===== config.mk =====
export PLATFORM = sky130hd
export DESIGN_NAME = three_sigma_outlier_check
export DESIGN_NICKNAME = d
export VERILOG_FILES = /design/src/hdl/tsoc_pkg.sv /design/src/hdl/tsoc_mul.sv /design/src/hdl/tsoc_ctrl.sv /design/src/hdl/three_sigma_outlier_check.sv
export SDC_FILE = /design/constraint.sdc
export NUM_CORES = 2
export LEC_CHECK = 0
export ABC_AREA = 1
export BUFFER_PORTS_ARGS = -buffer_cell sky130_fd_sc_hd__buf_2
export CELL_PAD_IN_SITES_DETAIL_PLACEMENT = 1
export CELL_PAD_IN_SITES_GLOBAL_PLACEMENT = 1
export CORE_MARGIN = 3
export CORE_UTILIZATION = 53
export CTS_BUF_LIST = sky130_fd_sc_hd__clkbuf_8
export CTS_CLUSTER_DIAMETER = 200
export DETAILED_ROUTE_END_ITERATION = 8
export PLACE_DENSITY = 0.95
export SYNTH_ARGS = -nofsm -noshare
export SYNTH_HDL_FRONTEND = slang
export SYNTH_HIERARCHICAL = 1
export SYNTH_SLANG_ARGS = --single-unit
export TNS_END_PERCENT = 50

===== constraint.sdc =====
create_clock -name i_clk -period 15.99 [get_ports i_clk]
set_clock_uncertainty 0.2 [all_clocks]
set_input_delay 3.198 -clock i_clk [delete_from_list [all_inputs] [get_ports i_clk]]
set_output_delay 3.198 -clock i_clk [all_outputs]
set_load 0.02 [all_outputs]

===== src/hdl/tsoc_pkg.sv =====
package tsoc_pkg;

    // width of the count field on the result port
    localparam int unsigned COUNT_OUT_W = 13;

    // sequencer states, one-hot
    typedef enum logic [9:0] {
        S_IDLE = 10'b00_0000_0001,
        S_SQ   = 10'b00_0000_0010,
        S_M1   = 10'b00_0000_0100,
        S_M2   = 10'b00_0000_1000,
        S_M3   = 10'b00_0001_0000,
        S_M4   = 10'b00_0010_0000,
        S_M5   = 10'b00_0100_0000,
        S_M6   = 10'b00_1000_0000,
        S_M7   = 10'b01_0000_0000,
        S_M8   = 10'b10_0000_0000
    } t_state;

    // control from the sequencer to the datapath
    typedef struct packed {
        t_state st;
        logic   ready;
        logic   mul_en;
        logic   emit;
    } t_ctrl;

endpackage


===== src/hdl/tsoc_mul.sv =====
module tsoc_mul
    import tsoc_pkg::*;
#(
    parameter int unsigned OP_W = 31
) (
    input  logic                       i_clk,
    input  logic                       i_en,
    input  logic signed [OP_W-1:0]     i_a,
    input  logic signed [OP_W-1:0]     i_b,
    output logic signed [2*OP_W-1:0]   o_prod
);

    logic signed [2*OP_W-1:0] r_prod;
    logic signed [2*OP_W-1:0] n_prod;

    // shared signed multiplier with registered product
    assign n_prod = i_a * i_b;

    always_ff @(posedge i_clk) begin
        if (i_en) begin
            r_prod <= n_prod;
        end
    end

    assign o_prod = r_prod;

endmodule


===== src/hdl/tsoc_ctrl.sv =====
module tsoc_ctrl
    import tsoc_pkg::*;
(
    input  logic  i_clk,
    input  logic  i_rst_n,
    input  logic  i_accept,
    input  logic  i_last,
    input  logic  i_out_free,
    output t_ctrl o_ctrl
);

    t_state r_state;
    t_state n_state;

    // step through the final test once the last item is squared
    always_comb begin
        n_state = r_state;
        case (r_state)
            S_IDLE:  if (i_accept) n_state = S_SQ;
            S_SQ:    n_state = i_last ? S_M1 : S_IDLE;
            S_M1:    n_state = S_M2;
            S_M2:    n_state = S_M3;
            S_M3:    n_state = S_M4;
            S_M4:    n_state = S_M5;
            S_M5:    n_state = S_M6;
            S_M6:    n_state = S_M7;
            S_M7:    n_state = S_M8;
            S_M8:    if (i_out_free) n_state = S_IDLE;
            default: n_state = S_IDLE;
        endcase
    end

    always_ff @(posedge i_clk) begin
        if (!i_rst_n) begin
            r_state <= S_IDLE;
        end else begin
            r_state <= n_state;
        end
    end

    // control word
    always_comb begin
        o_ctrl.st     = r_state;
        o_ctrl.ready  = (r_state == S_IDLE);
        o_ctrl.mul_en = (r_state != S_IDLE) && (r_state != S_M8);
        o_ctrl.emit   = (r_state == S_M8) && i_out_free;
    end

endmodule


===== src/hdl/three_sigma_outlier_check.sv =====
// Three-sigma outlier check over a streamed set of signed samples.
// Input channel: i_valid / o_ready carry i_sample and i_last_sample, one
// sample per item; i_last_sample marks the final sample of a set.
// Output channel: o_valid / i_ready carry one result per set: o_rule_holds,
// o_sample_count (saturated at MAX_SAMPLES) and o_count_overflow.
// Each sample is accepted in S_IDLE, which updates count, sum, minimum and
// maximum, and then squared on the shared multiplier in S_SQ. After the
// last sample the same multiplier works out sum^2, n*sumsq (two halves),
// n*min, n*max and the two squared deviations in S_M1 to S_M7; the result
// is registered when S_M8 finds the output free, and o_ready returns in
// the same cycle. The exact test is (n*x - sum)^2 >= 9*(n*sumsq - sum^2)
// for the minimum and the maximum; a set of equal samples fails it.
// Samples past MAX_SAMPLES are dropped and only raise the overflow flag.
// Reset clears the set statistics and drops any pending result. If the
// receiver stalls, the result waits in the output register and the block
// may take and accumulate the next set; only its final test waits.
module three_sigma_outlier_check
    import tsoc_pkg::*;
#(
    parameter int unsigned MAX_SAMPLES = 4096,
    parameter int unsigned SAMPLE_BITS = 16
) (
    input  logic                    i_clk,
    input  logic                    i_rst_n,
    input  logic                    i_valid,
    output logic                    o_ready,
    input  logic signed [15:0]      i_sample,
    input  logic                    i_last_sample,
    output logic                    o_valid,
    input  logic                    i_ready,
    output logic                    o_rule_holds,
    output logic [COUNT_OUT_W-1:0]  o_sample_count,
    output logic                    o_count_overflow
);

    localparam int unsigned SB     = SAMPLE_BITS;
    localparam int unsigned CW     = $clog2(MAX_SAMPLES + 1);
    localparam int unsigned SUM_W  = SB + CW;
    localparam int unsigned SQ_W   = 2 * SB + CW - 2;
    localparam int unsigned OP_W   = SUM_W + 2;
    localparam int unsigned PROD_W = 2 * OP_W;
    localparam int unsigned LO_W   = OP_W - 1;
    localparam int unsigned ACC_W  = PROD_W + 4;

    t_ctrl ctrl;
    logic  accept;
    logic  out_free;

    logic [CW-1:0]              r_count;
    logic signed [SUM_W-1:0]    r_sum;
    logic [SQ_W-1:0]            r_sumsq;
    logic signed [SB-1:0]       r_min;
    logic signed [SB-1:0]       r_max;
    logic                       r_ovf;
    logic signed [SB-1:0]       r_x;
    logic                       r_last;
    logic                       r_use;
    logic                       r_pend;
    logic signed [ACC_W-1:0]    r_acc;
    logic signed [OP_W-1:0]     r_d;
    logic                       r_fail;
    logic                       r_ovalid;
    logic                       r_holds;
    logic [COUNT_OUT_W-1:0]     r_ocount;
    logic                       r_oovf;

    logic signed [SB-1:0]       x_in;
    logic signed [OP_W-1:0]     op_a;
    logic signed [OP_W-1:0]     op_b;
    logic signed [PROD_W-1:0]   prod;
    logic signed [OP_W-1:0]     n_op;
    logic                       cmp;

    assign accept   = i_valid && ctrl.ready;
    assign out_free = !r_ovalid || i_ready;
    assign x_in     = i_sample[SB-1:0];
    assign n_op     = OP_W'(r_count);
    assign cmp      = (ACC_W'(prod) >= r_acc);

    tsoc_ctrl u_ctrl (
        .i_clk      (i_clk),
        .i_rst_n    (i_rst_n),
        .i_accept   (accept),
        .i_last     (r_last),
        .i_out_free (out_free),
        .o_ctrl     (ctrl)
    );

    // operand selection for the shared multiplier
    always_comb begin
        op_a = '0;
        op_b = '0;
        case (ctrl.st)
            S_SQ: begin
                op_a = OP_W'(r_x);
                op_b = OP_W'(r_x);
            end
            S_M1: begin
                op_a = OP_W'(r_sum);
                op_b = OP_W'(r_sum);
            end
            S_M2: begin
                op_a = n_op;
                op_b = $signed({1'b0, r_sumsq[LO_W-1:0]});
            end
            S_M3: begin
                op_a = n_op;
                op_b = $signed(OP_W'(r_sumsq[SQ_W-1:LO_W]));
            end
            S_M4: begin
                op_a = n_op;
                op_b = OP_W'(r_min);
            end
            S_M5: begin
                op_a = n_op;
                op_b = OP_W'(r_max);
            end
            S_M6, S_M7: begin
                op_a = r_d;
                op_b = r_d;
            end
            default: begin
                op_a = '0;
                op_b = '0;
            end
        endcase
    end

    tsoc_mul #(
        .OP_W (OP_W)
    ) u_mul (
        .i_clk  (i_clk),
        .i_en   (ctrl.mul_en),
        .i_a    (op_a),
        .i_b    (op_b),
        .o_prod (prod)
    );

    // set statistics
    always_ff @(posedge i_clk) begin
        if (!i_rst_n || ctrl.emit) begin
            r_count <= '0;
            r_sum   <= '0;
            r_sumsq <= '0;
            r_min   <= {1'b0, {(SB-1){1'b1}}};
            r_max   <= {1'b1, {(SB-1){1'b0}}};
            r_ovf   <= 1'b0;
            r_pend  <= 1'b0;
            r_use   <= 1'b0;
        end else begin
            if (accept) begin
                if (r_count >= CW'(MAX_SAMPLES)) begin
                    r_ovf <= 1'b1;
                    r_use <= 1'b0;
                end else begin
                    r_count <= r_count + CW'(1);
                    r_sum   <= r_sum + SUM_W'(x_in);
                    r_use   <= 1'b1;
                    if (x_in < r_min) r_min <= x_in;
                    if (x_in > r_max) r_max <= x_in;
                end
            end
            // square lands in the cycle after the multiply
            if (ctrl.st == S_SQ) begin
                r_pend <= r_use;
            end else begin
                r_pend <= 1'b0;
            end
            if (r_pend) begin
                r_sumsq <= r_sumsq + prod[SQ_W-1:0];
            end
        end
    end

    // sample and mark held for the square step
    always_ff @(posedge i_clk) begin
        if (!i_rst_n) begin
            r_last <= 1'b0;
        end else if (accept) begin
            r_last <= i_last_sample;
        end
    end

    always_ff @(posedge i_clk) begin
        if (accept) begin
            r_x <= x_in;
        end
    end

    // spread accumulator, deviation and outcome of the minimum's test
    always_ff @(posedge i_clk) begin
        case (ctrl.st)
            S_M2: r_acc <= -ACC_W'(prod);
            S_M3: r_acc <= r_acc + ACC_W'(prod);
            S_M4: r_acc <= r_acc + (ACC_W'(prod) <<< LO_W);
            S_M5: begin
                r_acc <= (r_acc <<< 3) + r_acc;
                r_d   <= OP_W'(prod - PROD_W'(r_sum));
            end
            S_M6: r_d <= OP_W'(prod - PROD_W'(r_sum));
            S_M7: r_fail <= cmp;
            default: r_acc <= r_acc;
        endcase
    end

    // output register
    always_ff @(posedge i_clk) begin
        if (!i_rst_n) begin
            r_ovalid <= 1'b0;
        end else if (ctrl.emit) begin
            r_ovalid <= 1'b1;
        end else if (i_ready) begin
            r_ovalid <= 1'b0;
        end
    end

    always_ff @(posedge i_clk) begin
        if (ctrl.emit) begin
            r_holds  <= !(r_fail || cmp);
            r_ocount <= COUNT_OUT_W'(r_count);
            r_oovf   <= r_ovf;
        end
    end

    assign o_ready          = ctrl.ready;
    assign o_valid          = r_ovalid;
    assign o_rule_holds     = r_holds;
    assign o_sample_count   = r_ocount;
    assign o_count_overflow = r_oovf;

endmodule


==> out/results.ini, run 1 <==
[grt]
grt_start_max_net_pins = 65
grt_overflow_total = 111
grtUsageTotal = 0.690
antenna_found_initial = 65

[cts]
cts_sinks = 323
root_buffer = clkbuf_8
cts_made_buffers = 70
cts.repair.resized = 0
cts_setup_buffers = 0
cts.path.max_buffers = 3
htreeDepth = 3
hold_buffers = 0

[synthesis]
synth_edf_count = 191
synth_cell_type_count = 70
ys_seq_area_frac = 0.113
yosysWarnings = 6
async_reset_ff_frac = 0
synthCells = 10913
synth_flop_cell = edfxtp_1
syn-cell-area_um2 = 74200
synth-seq-cells = 323
synth.avg_cell_area_um2 = 6.80
syn_nets = 12502

[floorplan]
ios = 38
rows = 136
die_w_um = 380
die_h_um = 380
start_util = 0.537

[placement]
routabilityCongestion = 1.11
io_buffers = 37
dpl.hpwl_um = 312000

[status]
status = aborted with a tool error
stop_stage = global routing
tool.error = [ERROR GRT-0232] Routing congestion too high. Check the congestion heatmap in the GUI.

-- synthesized netlist by cell type, types with 29 or more instances --
cell | count | area share
a221oi_1 | 29 | 0.0034
inv_1 | 2749 | 0.14
nand4_1 | 140 | 0.012
fa_1 | 1024 | 0.28
dfxtp_1 | 132 | 0.036
nand3_1 | 494 | 0.033
nand2_1 | 3098 | 0.16
nor2_1 | 798 | 0.040
a21oi_1 | 489 | 0.033
ha_1 | 544 | 0.092
nand3b_1 | 30 | 0.0030
edfxtp_1 | 191 | 0.077
o21ai_0 | 298 | 0.020
xnor2_1 | 43 | 0.0051
clkbuf_1 | 224 | 0.011
o21bai_1 | 52 | 0.0053
xor2_1 | 124 | 0.015
nor3_1 | 115 | 0.0078
-- stage by stage --
step | std cells | utilization | hold WS (ns) | setup WS, ns | cell area, um^2
3_3_place_gp | 12676 | 0.554 | 0.214 | 5.35 | 76600
3_5_place_dp | 12676 | 0.554 | 0.247 | 4.80 | 76600
2_1_floorplan | 10913 | - | 0.208 | 7.39 | 74200
4_1_cts | 12803 | 0.565 | 0.259 | 4.59 | 78000
-- cells by family after synthesis --
family,Yosys count,synth area share
xor+xnor,167,0.0197
fa+ha+maj,1568,0.368
flops,323,0.113
simple gates,4802,0.267
buf+inv,3019,0.154
compound gates,1034,0.0783
-- per-layer routing --
metal	GRT overflow	global-route usage
met4	49	0.705
met5	0	0.295
met2	47	0.900
met3	10	0.489
met1	5	0.670
==> run 2, diff against run 1 <==
--- a/config.mk
+++ b/config.mk
@@ -7,14 +7,10 @@
 export LEC_CHECK = 0
 export ABC_AREA = 1
 export BUFFER_PORTS_ARGS = -buffer_cell sky130_fd_sc_hd__buf_2
-export CELL_PAD_IN_SITES_DETAIL_PLACEMENT = 1
-export CELL_PAD_IN_SITES_GLOBAL_PLACEMENT = 1
 export CORE_MARGIN = 3
-export CORE_UTILIZATION = 53
-export CTS_BUF_LIST = sky130_fd_sc_hd__clkbuf_8
-export CTS_CLUSTER_DIAMETER = 200
+export CORE_UTILIZATION = 40
 export DETAILED_ROUTE_END_ITERATION = 8
-export PLACE_DENSITY = 0.95
+export PLACE_DENSITY_LB_ADDON = 0.15
 export SYNTH_ARGS = -nofsm -noshare
 export SYNTH_HDL_FRONTEND = slang
 export SYNTH_HIERARCHICAL = 1
==> out/results.ini, run 2 <==
[placement]
io_buffers = 37  ; unchanged
placed_cells = 13292  ; was 12676
dpl.hpwl_um = 279000  ; was 312000 um
routabilityCongestion = 1.01  ; was 1.11

[synthesis]
synth_most_common_cell = nand2_1  ; unchanged
synth_cell_type_count = 70  ; unchanged
synth.avg_cell_area_um2 = 6.80  ; unchanged
synth_commonest_cells = nand2_1, inv_1, fa_1  ; unchanged
synth_edf_count = 191  ; unchanged
synth_top_area_frac = 0.276  ; unchanged
async_reset_ff_frac = 0  ; unchanged
synthCells = 10913  ; unchanged
synth_flop_cell = edfxtp_1  ; unchanged
synth-seq-cells = 323  ; unchanged
yosysWarnings = 6  ; unchanged
syn-cell-area_um2 = 74200  ; unchanged
yosysTopAreaCell = fa_1  ; unchanged
synth_area_leaders = fa_1, nand2_1, inv_1  ; unchanged
ys_seq_area_frac = 0.113  ; unchanged
syn_nets = 12502  ; unchanged

[hold_path]
min_path_type = reg2reg
min_from = r_ovf
min_path_cells = 0
whs_endpoint = o_count_overflow

[timing]
setup_viol = 0
fin_crit_sh = 0.685
finalHoldViolations = 0
worst_pin_slew_ns = 1.21
fmax_mhz = 91.3
layout_min_cycle_time_ns = 10.95
maxSlewHeadroom = 0.195
holdWs_ns = 0.237
setup-tns-final_ns = 0
slew_viol_final = 0
rsz0062_at_grt = no

[floorplan]
start_util = 0.404  ; was 0.537
dieArea_um2 = 191000
core-area_um2 = 184000
rows = 157  ; was 136
ios = 38  ; unchanged
die_w_um = 437  ; was 380 um
die_h_um = 437  ; was 380 um

[cts]
cts.repair.resized = 0  ; unchanged
hold_buffers = 0  ; unchanged
clk_latency_ns = 0.69
cts_tree = built
cts.path.max_buffers = 3  ; unchanged
htreeDepth = 2  ; was 3
clk_pin_slew_ns = 0.06
root_buffer = clkbuf_16  ; was clkbuf_8
cts_setup_buffers = 0  ; unchanged
cts_made_buffers = 49  ; was 70
cts_sinks = 323  ; unchanged

[grt]
grt_pass1_wl_um = 485000
grt_start_max_net_pins = 65
grt_overflow_total = 0
antenna_found_initial = 12
grt_pass1_vias = 72875
grtUsageTotal = 0.345

[final_layout]
syn_to_final_growth_pct = 6.99
largest-register = r_acc
largest_reg_flops = 66
n_fill_cell = 19572
drive_gt1_frac = 0.0358
final_nets = 12468
fin_cells = 13385
final_common_cell = nand2_1
post-route-util = 0.432
layout_common_cells = nand2_1, inv_1, fa_1, nor2_1, ha_1

[pwr]
power_density_nw_per_um2 = 85.0
leakage_nw = 45.2
peakVddDrop_mv = 0.105

[route]
ant_nets = 0
viasPerCell = 5.30
wl_per_cell_um = 24.8
drt_first_pass_iters = 5
drt-total-wl_um = 332000
num_vias = 70922
remaining_drc_errors = 0
drt_iter0_markers = 6018

[worst_setup_path]
timing.critical_path.mode_cell = fa_1
crit_type = reg2reg
setup.worst_path.end_class = register
cp_max_fo = 33
rrSetupSlack_ns = 5.04
crit_path_max_incr_delay_ns = 0.85
slowest_stage = fa_1
r2r_end = u_mul/o_prod[60]
reg2reg_depth = 34
arrival_ns = 11.13
cp-start-kind = register
r2r_start = u_ctrl/r_state[2]
required_ns = 16.18

[status]
status = completed  ; was aborted with a tool error

[flow_run]
cap_viol_max_count = 0

-- run 2: layer usage --
metal / track usage / vias up / part of all wire
li1: - / 32811 / -
met2: 0.592 / 2614 / 0.48
met3: 0.0390 / 701 / 0.057
met5: 0 / - / 0.00014
met1: 0.426 / 34788 / 0.40
met4: 0.183 / 8 / 0.064
-- run 2: critical path, delay by kind of cell (launching register included) --
kind / cells / cell delay (ns)
adders and majority gates: 9 / 5.16
DFF: 1 / 0.36
buffers and inverters: 11 / 2.27
and+or+nand+nor: 12 / 1.84
AOI/OAI and AO/OA: 2 / 0.76
-- run 2: final cells by class --
| cell class | count | area [um^2] | area share |
|---|---|---|---|
| antenna | 1 | 2.50 | 0.0000315 |
| clock buffer | 65 | 1410 | 0.0178 |
| clock inverter | 27 | 349 | 0.00440 |
| inverter | 2767 | 10400 | 0.131 |
| multi-input combinational | 7571 | 54600 | 0.688 |
| sequential | 323 | 8380 | 0.106 |
| tap | 2464 | 3080 | 0.0389 |
| timing repair buffer | 167 | 1160 | 0.0146 |
-- run 2: cell families after synthesis --
logic type | synth area share
buffers and inverters | 0.154
flip-flops | 0.113
AO/OA/AOI/OAI | 0.0783
AND/OR/NAND/NOR | 0.267
XOR/XNOR | 0.0197
adder cells (fa/ha/maj) | 0.368
-- run 2: metrics by stage --
| stage | power (mW) | instance area, um^2 | setup slack (ns) |
|---|---|---|---|
| floorplan | 3.68 | 74200 | 7.39 |
| global placement | 5.43 | 77600 | 5.25 |
| detailed placement | 5.42 | 77600 | 5.13 |
| CTS | 6.66 | 79300 | 5.06 |
| global route | 7.14 | 79300 | 4.32 |
| finish | 6.74 | 79300 | 5.04 |
-- run 2: worst max-delay path by stage --
stage | to | cells past startpoint | slack [ns] | start
CTS | u_mul/o_prod[48] | 36 | 5.06 | u_ctrl/r_state[2]
global route | u_mul/o_prod[60] | 34 | 4.32 | u_ctrl/r_state[7]
detailed placement | u_mul/o_prod[48] | 36 | 5.13 | u_ctrl/r_state[2]
floorplan | u_mul/o_prod[59] | 37 | 7.39 | u_ctrl/r_state[2]
finish | u_mul/o_prod[60] | 34 | 5.04 | u_ctrl/r_state[2]
global placement | u_mul/o_prod[48] | 36 | 5.25 | u_ctrl/r_state[0]
-- run 2: report_power, final --
part           internal [mW]  switching [mW]  total [mW]
clock network          0.698           0.517        1.21
registers               1.12           0.146        1.26
logic                   1.14            3.12        4.26
Power figures use the tool's default switching activity.
